$ cat config.mk
export PLATFORM = sky130hd
export DESIGN_NAME = qtue_ctrl
export DESIGN_NICKNAME = d
export VERILOG_FILES = /design/src/hdl/qtue_pkg.sv /design/src/hdl/qtue_ctrl.sv
export SDC_FILE = /design/constraint.sdc
export NUM_CORES = 1
export LEC_CHECK = 0
export BUFFER_PORTS_ARGS = -buffer_cell sky130_fd_sc_hd__buf_2
export CAP_MARGIN = 20
export CORE_AREA = 4 4 41 43
export DETAILED_ROUTE_END_ITERATION = 10
export DIE_AREA = 0 0 45 47
export GPL_ROUTABILITY_DRIVEN = 0
export PLACE_DENSITY = 0.51
export SLEW_MARGIN = 20
export SYNTH_ARGS = -nofsm -noshare
export SYNTH_HDL_FRONTEND = slang
export SYNTH_SLANG_ARGS = --single-unit
$ cat constraint.sdc
create_clock -name clk -period 1.4 [get_ports clk]
set_input_delay 0.14 -clock clk [delete_from_list [all_inputs] [get_ports clk]]
set_output_delay 0.14 -clock clk [all_outputs]
set_load 0.03 [all_outputs]
$ cat src/hdl/qtue_pkg.sv
// shared types, constants and row helper for the q table update engine
`timescale 1ns / 1ps

package qtue_pkg;

    localparam int ACTIONS = 4;
    localparam int ACT_W   = 2;
    localparam int VAL_W   = 32;
    localparam int LR_W    = 17;
    localparam int DISC_W  = 16;
    localparam int IDX_W   = 8;

    localparam logic [LR_W-1:0]   ALPHA_ONE  = 17'd65536;
    localparam logic [LR_W-1:0]   LR_RESET   = 17'd6554;
    localparam logic [DISC_W-1:0] DISC_RESET = 16'd62259;

    localparam logic CFG_LEARNING_RATE = 1'b0;
    localparam logic CFG_DISCOUNT      = 1'b1;

    localparam logic OP_UPDATE = 1'b0;
    localparam logic OP_QUERY  = 1'b1;

    typedef logic [ACTIONS-1:0][VAL_W-1:0] row_t;

    typedef struct packed {
        logic [ACT_W-1:0] idx;
        logic [VAL_W-1:0] val;
    } greedy_t;

    typedef enum logic [3:0] {
        ST_CLEAR,
        ST_IDLE,
        ST_RD_FIRST,
        ST_RD_CUR,
        ST_LOAD,
        ST_DELTA,
        ST_PROD2,
        ST_NEWVAL,
        ST_FINISH
    } state_t;

    typedef struct packed {
        logic clear;
        logic capture;
        logic rd_next;
        logic take_future;
        logic load_row;
        logic delta;
        logic prod2;
        logic newval;
        logic finish;
    } cmd_t;

    typedef struct packed {
        logic clear_last;
        logic is_query;
        logic out_free;
    } status_t;

    // largest entry of a row, lowest index on ties
    function automatic greedy_t row_greedy(input row_t row);
        greedy_t lo;
        greedy_t hi;
        greedy_t res;
        lo.idx = 2'd0;
        lo.val = row[0];
        if ($signed(row[1]) > $signed(row[0]))
        begin
            lo.idx = 2'd1;
            lo.val = row[1];
        end
        hi.idx = 2'd2;
        hi.val = row[2];
        if ($signed(row[3]) > $signed(row[2]))
        begin
            hi.idx = 2'd3;
            hi.val = row[3];
        end
        res = lo;
        if ($signed(hi.val) > $signed(lo.val))
        begin
            res = hi;
        end
        return res;
    endfunction

endpackage

$ cat src/hdl/qtue_ctrl.sv
// sequencer for table clear, update and query of the q table engine
`timescale 1ns / 1ps

module qtue_ctrl
(
    input  logic             clk,
    input  logic             rst_n,
    input  logic             in_valid,
    output logic             in_ready,
    input  qtue_pkg::status_t status,
    output qtue_pkg::cmd_t   cmd
);

    qtue_pkg::state_t state_reg;
    qtue_pkg::state_t state_next;

    always_ff @(posedge clk or negedge rst_n)
    begin
        if (!rst_n)
        begin
            state_reg <= qtue_pkg::ST_CLEAR;
        end
        else
        begin
            state_reg <= state_next;
        end
    end

    always_comb
    begin
        state_next = state_reg;
        case (state_reg)
            qtue_pkg::ST_CLEAR:
            begin
                if (status.clear_last)
                    state_next = qtue_pkg::ST_IDLE;
            end
            qtue_pkg::ST_IDLE:
            begin
                if (in_valid)
                    state_next = qtue_pkg::ST_RD_FIRST;
            end
            qtue_pkg::ST_RD_FIRST:
            begin
                if (status.is_query)
                    state_next = qtue_pkg::ST_LOAD;
                else
                    state_next = qtue_pkg::ST_RD_CUR;
            end
            qtue_pkg::ST_RD_CUR:
            begin
                state_next = qtue_pkg::ST_LOAD;
            end
            qtue_pkg::ST_LOAD:
            begin
                if (status.is_query)
                    state_next = qtue_pkg::ST_FINISH;
                else
                    state_next = qtue_pkg::ST_DELTA;
            end
            qtue_pkg::ST_DELTA:
            begin
                state_next = qtue_pkg::ST_PROD2;
            end
            qtue_pkg::ST_PROD2:
            begin
                state_next = qtue_pkg::ST_NEWVAL;
            end
            qtue_pkg::ST_NEWVAL:
            begin
                state_next = qtue_pkg::ST_FINISH;
            end
            qtue_pkg::ST_FINISH:
            begin
                if (status.out_free)
                    state_next = qtue_pkg::ST_IDLE;
            end
            default:
            begin
                state_next = qtue_pkg::ST_IDLE;
            end
        endcase
    end

    always_comb
    begin
        in_ready = 1'b0;
        cmd      = '0;
        case (state_reg)
            qtue_pkg::ST_CLEAR:
            begin
                cmd.clear = 1'b1;
            end
            qtue_pkg::ST_IDLE:
            begin
                in_ready    = 1'b1;
                cmd.capture = in_valid;
            end
            qtue_pkg::ST_RD_FIRST:
            begin
                cmd.rd_next = 1'b1;
            end
            qtue_pkg::ST_RD_CUR:
            begin
                cmd.take_future = 1'b1;
            end
            qtue_pkg::ST_LOAD:
            begin
                cmd.load_row = 1'b1;
            end
            qtue_pkg::ST_DELTA:
            begin
                cmd.delta = 1'b1;
            end
            qtue_pkg::ST_PROD2:
            begin
                cmd.prod2 = 1'b1;
            end
            qtue_pkg::ST_NEWVAL:
            begin
                cmd.newval = 1'b1;
            end
            qtue_pkg::ST_FINISH:
            begin
                cmd.finish = status.out_free;
            end
            default:
            begin
                cmd = '0;
            end
        endcase
    end

endmodule

==> impl_metrics.py, run 1 <==
metrics = {
    "global_routing": {
        "grt_pass1_wl_um": 1500,
        "overflow": 0,
        "first_global_vias": 370,
        "grt_usage_pct": 9.83,
        "grt_max_degree": 10,
        "antenna_found_initial": 0,
    },
    "final_layout": {
        "drive_above_1_share_pct": 56.1,
        "largest_reg_flops": 4,
        "fillerInstances": 125,
        "nNetsFinal": 74,
        "n_antenna_cell": 0,
        "area_growth_pct": 65.2,
        "instances_no_fill": 81,
    },
    "die": {
        "die_y_um": 47,
        "pin_count": 16,
        "num_rows": 13,
        "core_area_mm2": 0.00130,
        "fp.dieArea_mm2": 0.00212,
        "die_w_um": 45,
        "initial_utilization_pct": 26.0,
    },
    "synth": {
        "synth_edf_count": 0,
        "async_reset_ff_share_pct": 100,
        "synth.avg_cell_area_um2": 7.68,
        "ys_ff_latch": 4,
        "synth_ff_type": "dfrtp_1",
        "yosys.area_share.adder_pct": 0,
        "synth_area_um2": 338,
        "yosys_warnings": 0,
        "synth-xor-area-share_pct": 0,
        "synth_top_family_by_area": "simple AND/OR/NAND/NOR gates",
        "synth_cell_types": 22,
        "synth_fp_nets": 50,
        "yosys.area_share.simple_pct": 35.6,
        "synth-seq-area-share_pct": 29.6,
        "synthMuxAreaShare_pct": 0,
        "syn_inst": 44,
        "synth_compound_area_share_pct": 21.1,
    },
    "sta": {
        "slew_violations": 0,
        "fin_crit_ns": 1.42,
        "holdWs_ns": 0.226,
        "setup_viol": 1,
        "finalSetupTns_ns": -0.0214,
        "slew_headroom_pct": 86.3,
        "layout_setup_ws_ns": -0.0214,
        "hold_viol": 0,
        "fin_skew_ns": 0.000700,
        "tightest_slew_ns": 0.203,
        "post-route-period-util_pct": 102,
        "max_freq_mhz": 704,
        "grt_setup_unrepaired": "true",
    },
    "power_and_ir_drop": {
        "p_int_w": 0.000727,
        "powerDensity_mw_per_mm2": 2520,
        "pwr-share-seq_pct": 18.4,
        "netSwitchingFraction_pct": 48.3,
        "p_leak_nw": 0.263,
        "p_clk_share_pct": 9.7,
        "pwr-share-comb_pct": 71.9,
        "peakVddDrop_v": 0.00103,
        "switchingPower_w": 0.000680,
    },
    "route": {
        "finalWirelength_um": 829,
        "dr.pass1.iters": 4,
        "dr.first_iter.drc_count": 8,
        "ant_nets": 0,
        "detail_route.vias_per_cell": 4.74,
        "num_vias": 384,
        "drc": 0,
        "wire_per_inst_um": 10.2,
    },
    "cts": {
        "cts_tree": "done",
        "max-clock-path-buffers": 2,
        "worstSkewPairLatency_ns": 0.23,
        "ctsRootBufferMaster": "clkbuf_4",
        "cts_buffers": 3,
        "path_clk_slew_ns": 0.03,
        "cts.sinks": 4,
        "htree_levels": 1,
    },
    "critical_path": {
        "slowest_stage": "dfrtp_1",
        "worst-path-max-fanout": 4,
        "reg2reg_setup_slack_ns": 0.25,
        "path_cells": "or3_4, nor2_4, buf_6",
        "slowest_delay_ns": 0.41,
        "worstPathRequired_ns": 1.26,
        "startpoint_type": "flop",
        "worstPathArrival_ns": 1.28,
        "worstSetupPathType": "flop to output pin",
        "end_kind": "output pin",
    },
    "min_path": {
        "min_path_type": "input port to flop",
    },
    "outcome": {
        "status": "finished, violations left",
        "violations": "negative setup slack",
    },
    "placement": {
        "dp_hpwl_um": 669,
        "dp.cells": 74,
        "io_buffers": 15,
    },
    "flow_run": {
        "cap_violations": 0,
    },
}
## logic make-up (layout without fill, tap and decap cells)
| logic type | Yosys count | count (layout) |
|---|---|---|
| buffers and inverters | 7 | 29 |
| flip-flops | 4 | 4 |
| AO/OA/AOI/OAI | 11 | 11 |
| AND/OR/NAND/NOR | 22 | 22 |
## Yosys cell counts (all sizes together), types with 2 or more instances
cell	count	area, µm²
a21oi	2	10.0
nor2b	2	12.5
dfrtp	4	100
nand2	3	11.3
o21ai	2	10.0
nor3	4	25.0
nor2	6	22.5
buf	4	35.0
inv	3	11.3
o22ai	2	12.5
nand2b	4	25.0
## final cells by class
type	count	area (µm²)	share of cell area (%)
repair buffers	23	168	30.0
inverters	3	11.3	2.02
well taps	15	18.8	3.36
flip-flops and latches	4	103	18.4
multi-input cells	33	235	42.2
clock buffers	3	22.5	4.04
## through the flow
stage	area (µm²)	utilization, %	setup WS [ns]	power, W
final	558	42.9	-0.0214	0.00141
after global routing	558	42.9	-0.0666	0.00153
after CTS	527	40.5	-0.0244	0.00135
after detailed placement	443	34.0	0.142	0.00109
after global placement	443	34.0	0.151	0.00109
after floorplan	354	-	-0.0169	0.000917
## critical path: cells and delay by family, from the launching register on
family	cells	cell delay [ns]
buf+inv	1	0.13
flops	1	0.41
simple gates	2	0.51
## cells in the final DEF, fill, tap and decap left out, types with 3 or more instances in the layout
| master | n |
|---|---|
| inv_1 | 3 |
| buf_4 | 14 |
| nor2_1 | 4 |
| buf_2 | 6 |
| clkbuf_4 | 3 |
| nand2_1 | 3 |
## routing by layer
layer  share of wire (%)  GRT usage, %  vias to the layer above  routed length, µm
li1                    -             -                      196                  -
met1                  42          11.7                      177                352
met2                  50          16.4                       11                416
met3                 7.2          4.60                        0                 60
met4                   0          1.75                        0                  0
met5                   0             0                        -                  0
## worst paths after layout
path | depth (start not counted) | endpoint | startpoint
setup / recovery | 3 | cmd[0] | state_reg[0]
hold / removal | 3 | state_reg[2] | status[1]
setup reg to reg | 4 | state_reg[0] | state_reg[2]
hold reg to reg | 2 | state_reg[0] | state_reg[1]
max in group asynchronous | 2 | state_reg[2] | rst_n
min in group asynchronous | 2 | state_reg[1] | rst_n
## power groups by stage
stage / registers [W] / logic (W) / clock network [W]
after global placement: 0.000252 / 0.000841 / 0
final: 0.000258 / 0.00101 / 0.000137
after CTS: 0.000250 / 0.000954 / 0.000145
after detailed placement: 0.000253 / 0.000837 / 0
after global routing: 0.000271 / 0.00110 / 0.000159
after floorplan: 0.000204 / 0.000713 / 0
## what timing repair did
item	CTS	global route
setup buffers	3	0
resized for setup	11	11
endpoints found under the hold margin	4	0
hold buffers	1	0
setup endpoints to repair	8	10
No activity file was read; power rests on OpenSTA's default activity.
==> inputs of run 2 (changes only) <==
--- a/config.mk
+++ b/config.mk
@@ -12,6 +12,7 @@
 export DIE_AREA = 0 0 45 47
 export GPL_ROUTABILITY_DRIVEN = 0
 export PLACE_DENSITY = 0.51
+export REMOVE_ABC_BUFFERS = 1
 export SLEW_MARGIN = 20
 export SYNTH_ARGS = -nofsm -noshare
 export SYNTH_HDL_FRONTEND = slang
==> run 2 against run 1 <==
The flow still finishes with violations (negative setup slack). Global-route usage increased by 0.46 points. Critical path type unchanged. Critical path depth unchanged. Highest routed layer unchanged. Routed wire length increased by 17%. Register-to-register slack got worse by 0.08 ns. Final cell count increased by 4.9%.
==> impl_metrics.py, run 2 (synthesis gave the netlist of run 1 again) <==
metrics = {
    "global_routing": {
        "antenna_found_initial": 0,
        "overflow": 0,
        "grt_pass1_wl_um": 1520,
        "first_global_vias": 349,
        "grt_max_degree": 8,
        "grt_usage_pct": 10.3,
    },
    "sta": {
        "fin_skew_ns": 0.00653,
        "post-route-period-util_pct": 101,
        "setup_viol": 1,
        "tightest_slew_ns": 0.236,
        "hold_viol": 0,
        "slew_headroom_pct": 84.3,
        "holdWs_ns": 0.240,
        "grt_setup_unrepaired": "true",
        "max_freq_mhz": 705,
        "fin_crit_ns": 1.42,
        "slew_violations": 0,
        "layout_setup_ws_ns": -0.0187,
    },
    "critical_path": {
        "slowest_stage": "dfrtp_2",
        "worstPathArrival_ns": 1.28,
        "reg2reg_setup_slack_ns": 0.17,
        "worst-path-max-fanout": 5,
        "path_delay_family": "simple AND/OR/NAND/NOR gates",
        "worstPathRequired_ns": 1.26,
        "end_kind": "output pin",
        "slowest_delay_ns": 0.42,
        "startpoint_type": "flop",
        "critPathBufInv": 1,
        "worstSetupPathType": "flop to output pin",
        "path_cells": "or3_4, nor2_4, buf_6",
    },
    "route": {
        "ant_nets": 0,
        "num_vias": 410,
        "dr.first_iter.drc_count": 11,
        "wire_per_inst_um": 11.4,
        "dr.pass1.iters": 4,
        "finalWirelength_um": 969,
        "drc": 0,
        "detail_route.vias_per_cell": 4.82,
    },
    "placement": {
        "dp.cells": 76,
        "io_buffers": 15,
        "dp_hpwl_um": 710,
    },
    "cts": {
        "max-clock-path-buffers": 2,
        "cts.sinks": 4,
        "cts_buffers": 3,
        "path_clk_slew_ns": 0.04,
        "ctsRootBufferMaster": "clkbuf_4",
        "htree_levels": 1,
        "cts_tree": "done",
        "worstSkewPairLatency_ns": 0.23,
    },
    "final_layout": {
        "area_growth_pct": 77.8,
        "regArea_um2": 103,
        "layout_commonest_cell": "buf_4",
        "instances_no_fill": 85,
        "nNetsFinal": 78,
        "largest_reg_flops": 4,
        "fin_util_pct": 46.2,
        "n_antenna_cell": 0,
        "multi_input_area_um2": 243,
        "final_cell_mix": "buf_4, buf_2, clkbuf_4",
        "fillerInstances": 145,
        "drive_above_1_share_pct": 57.1,
    },
    "die": {
        "num_rows": 13,
        "fp.dieArea_mm2": 0.00212,
        "initial_utilization_pct": 26.0,
        "core_area_mm2": 0.00130,
        "die_w_um": 45,
        "pin_count": 16,
        "die_y_um": 47,
    },
    "power_and_ir_drop": {
        "netSwitchingFraction_pct": 47.4,
        "p_leak_nw": 0.288,
        "pwr-share-seq_pct": 15.8,
        "pwr-share-comb_pct": 75.1,
        "switchingPower_w": 0.000730,
        "peakVddDrop_v": 0.000848,
        "powerDensity_mw_per_mm2": 2560,
        "p_int_w": 0.000809,
        "p_clk_share_pct": 9.1,
    },
    "outcome": {
        "status": "finished, violations left",
        "violations": "negative setup slack",
    },
    "min_path": {
        "min_path_type": "input port to asynchronous set/reset pin",
    },
    "flow_run": {
        "cap_violations": 0,
    },
}
==> run 2: cell count changes in the layout (fill, tap and decap cells not counted), sizes merged <==
cell	change
buf	+2
clkbuf	+2
==> run 2: repair_timing <==
action                                  4_1_cts  5_1_grt
hold buffers                                  1        0
gates resized for setup                       8       16
setup buffers                                 2        3
pin swaps                                     3        3
endpoints found under the setup margin        5        9
hold endpoints to repair                      4        0
==> run 2: worst register-to-register path, delay by kind of cell, from the launching register on <==
family	cells	cell delay [ns]
AOI/OAI and AO/OA	2	0.35
and+or+nand+nor	1	0.06
buffers and inverters	2	0.27
DFF	1	0.44
==> run 2: layout make-up <==
| cell class | count | area share (%) |
|---|---|---|
| multi-input combinational | 33 | 40.4 |
| timing repair buffer | 27 | 33.7 |
| sequential | 4 | 17.1 |
| clock buffer | 3 | 3.75 |
| tap | 15 | 3.13 |
| inverter | 3 | 1.88 |
==> run 2: stage by stage <==
step	setup TNS, ns	setup slack (ns)	area [µm²]	power, W
finish	-0.0187	-0.0187	601	0.00154
global route	-0.262	-0.0576	601	0.00166
CTS	-0.0556	-0.0383	520	0.00135
detailed placement	0	0.152	442	0.00108
global placement	0	0.143	442	0.00109
floorplan	-0.582	-0.213	303	0.000781
==> run 2: final timing paths <==
path                            cells after the start          from            to
worst max-delay path                                3  state_reg[0]        cmd[0]
worst min-delay path                                2         rst_n  state_reg[1]
worst max register to register                      5  state_reg[2]  state_reg[0]
worst min register to register                      2  state_reg[3]  state_reg[1]
max in group asynchronous                           2         rst_n  state_reg[2]
min in group clk                                    3     status[1]  state_reg[2]
==> run 2: power groups by stage <==
stage | logic [W] | registers [W] | clock network [W]
2_1_floorplan | 0.000490 | 0.000291 | 0
3_3_place_gp | 0.000846 | 0.000241 | 0
3_5_place_dp | 0.000840 | 0.000241 | 0
4_1_cts | 0.000971 | 0.000237 | 0.000146
5_1_grt | 0.00125 | 0.000254 | 0.000158
6_report | 0.00116 | 0.000243 | 0.000140
==> run 2: routing by layer <==
metal  track usage, %  routed length (µm)
met1             12.6                 416
met2             16.1                 486
met3             4.60                  65
met4             3.51                   0
met5                0                   0
==> inputs of run 3 (changes only) <==
--- a/config.mk
+++ b/config.mk
@@ -13,6 +13,7 @@
 export GPL_ROUTABILITY_DRIVEN = 0
 export PLACE_DENSITY = 0.51
 export REMOVE_ABC_BUFFERS = 1
+export SKIP_LAST_GASP = 1
 export SLEW_MARGIN = 20
 export SYNTH_ARGS = -nofsm -noshare
 export SYNTH_HDL_FRONTEND = slang
==> run 3 against run 2 <==
Cell area is the same. Utilization is the same. Global-route usage is the same. Largest cell class unchanged. The flow still finishes with violations (negative setup slack).
==> impl_metrics.py, run 3 (synthesis gave the netlist of run 1 again) <==
metrics = {
    "final_layout": {
        "layout_commonest_cell": "buf_4",
        "drive_above_1_share_pct": 57.1,
        "fin_util_pct": 46.2,
        "final_cell_mix": "buf_4, buf_2, clkbuf_4",
        "design_area_um2": 601,
        "area_growth_pct": 77.8,
        "largest_reg_flops": 4,
        "fillerInstances": 145,
        "instances_no_fill": 85,
        "nNetsFinal": 78,
        "n_antenna_cell": 0,
    },
    "placement": {
        "placed_cell_area_um2": 442,
        "dp.cells": 76,
        "dp_hpwl_um": 710,
        "io_buffers": 15,
    },
    "cts": {
        "cts.sinks": 4,
        "htree_levels": 1,
        "cts_tree": "done",
        "ctsRootBufferMaster": "clkbuf_4",
        "cts_buffers": 3,
        "worstSkewPairLatency_ns": 0.23,
        "path_clk_slew_ns": 0.04,
        "max-clock-path-buffers": 2,
    },
    "critical_path": {
        "end_kind": "output pin",
        "slowest_stage": "dfrtp_2",
        "worstPathArrival_ns": 1.28,
        "path_cells": "or3_4, nor2_4, buf_6",
        "cp.depth": 3,
        "path_delay_family": "simple AND/OR/NAND/NOR gates",
        "worst-path-max-fanout": 5,
        "worstPathRequired_ns": 1.26,
        "slowest_delay_ns": 0.42,
        "startpoint_type": "flop",
        "critPathBufInv": 1,
        "reg2reg_from": "state_reg[2]",
        "r2r_cells": 5,
        "worstSetupPathType": "flop to output pin",
        "startpoint": "state_reg[0]",
    },
    "route": {
        "ant_nets": 0,
        "wire_per_inst_um": 11.4,
        "dr.pass1.iters": 4,
        "drc": 0,
        "num_vias": 410,
        "detail_route.vias_per_cell": 4.82,
        "finalWirelength_um": 969,
        "dr.first_iter.drc_count": 11,
    },
    "die": {
        "fp.dieArea_mm2": 0.00212,
        "die_w_um": 45,
        "die_y_um": 47,
        "initial_utilization_pct": 26.0,
        "core_area_mm2": 0.00130,
        "num_rows": 13,
        "pin_count": 16,
    },
    "sta": {
        "post-route-period-util_pct": 101,
        "fin_skew_ns": 0.00653,
        "holdWs_ns": 0.240,
        "finalSetupTns_ns": -0.0187,
        "setup_viol": 1,
        "slew_violations": 0,
        "max_freq_mhz": 705,
        "tightest_slew_ns": 0.236,
        "hold_viol": 0,
        "layout_setup_ws_ns": -0.0187,
        "slew_headroom_pct": 84.3,
        "fin_crit_ns": 1.42,
        "grt_setup_unrepaired": "true",
    },
    "flow_run": {
        "cap_violations": 0,
    },
    "outcome": {
        "violations": "negative setup slack",
        "status": "finished, violations left",
    },
    "power_and_ir_drop": {
        "powerDensity_mw_per_mm2": 2560,
        "p_leak_nw": 0.288,
        "peakVddDrop_v": 0.000848,
    },
    "global_routing": {
        "grt_usage_pct": 10.3,
        "first_global_vias": 349,
        "antenna_found_initial": 0,
        "grt_pass1_wl_um": 1520,
        "overflow": 0,
        "grt_max_degree": 8,
    },
    "min_path": {
        "min_path_type": "input port to asynchronous set/reset pin",
    },
}
run 3: cell counts in the layout (fill, tap and decap cells not counted):
Identical to the previous run, type by type.
run 3: repair_timing:
action                     in CTS  in global routing
setup endpoints to repair       5                  9
hold endpoints to repair        4                  0
gates resized for setup         8                 16
hold buffers                    1                  0
pin swaps                       3                  3
buffers inserted                2                  3
run 3: final cells by class:
cell class,instances,area (µm²),area share [%]
inverter,3,11.3,1.88
tap,15,18.8,3.13
sequential,4,103,17.1
multi-input combinational,33,243,40.4
clock buffer,3,22.5,3.75
timing repair buffer,27,203,33.7
run 3: final timing paths:
check                      slack [ns]           end
setup / recovery                -0.02        cmd[0]
hold / removal                   0.24  state_reg[1]
max in group asynchronous        1.02  state_reg[2]
setup reg to reg                 0.17  state_reg[0]
hold reg to reg                  0.58  state_reg[1]
min in group clk                 0.28  state_reg[2]
run 3: through the flow:
stage	setup WS (ns)	power [W]
4_1_cts	-0.0383	0.00135
2_1_floorplan	-0.213	0.000781
3_5_place_dp	0.152	0.00108
6_report	-0.0187	0.00154
3_3_place_gp	0.143	0.00109
5_1_grt	-0.0576	0.00166
run 3: layer usage:
layer	global-route usage, %	vias up	share of wire [%]
li1	-	208	-
met1	12.6	185	43
met2	16.1	17	50
met3	4.60	0	6.7
met4	3.51	0	0
met5	0	-	0
run 3: report_power, final:
group          switching (W)  internal [W]  total (W)
sequential         0.0000661      0.000177   0.000243
combinational       0.000620      0.000536    0.00116
clock              0.0000442     0.0000956   0.000140
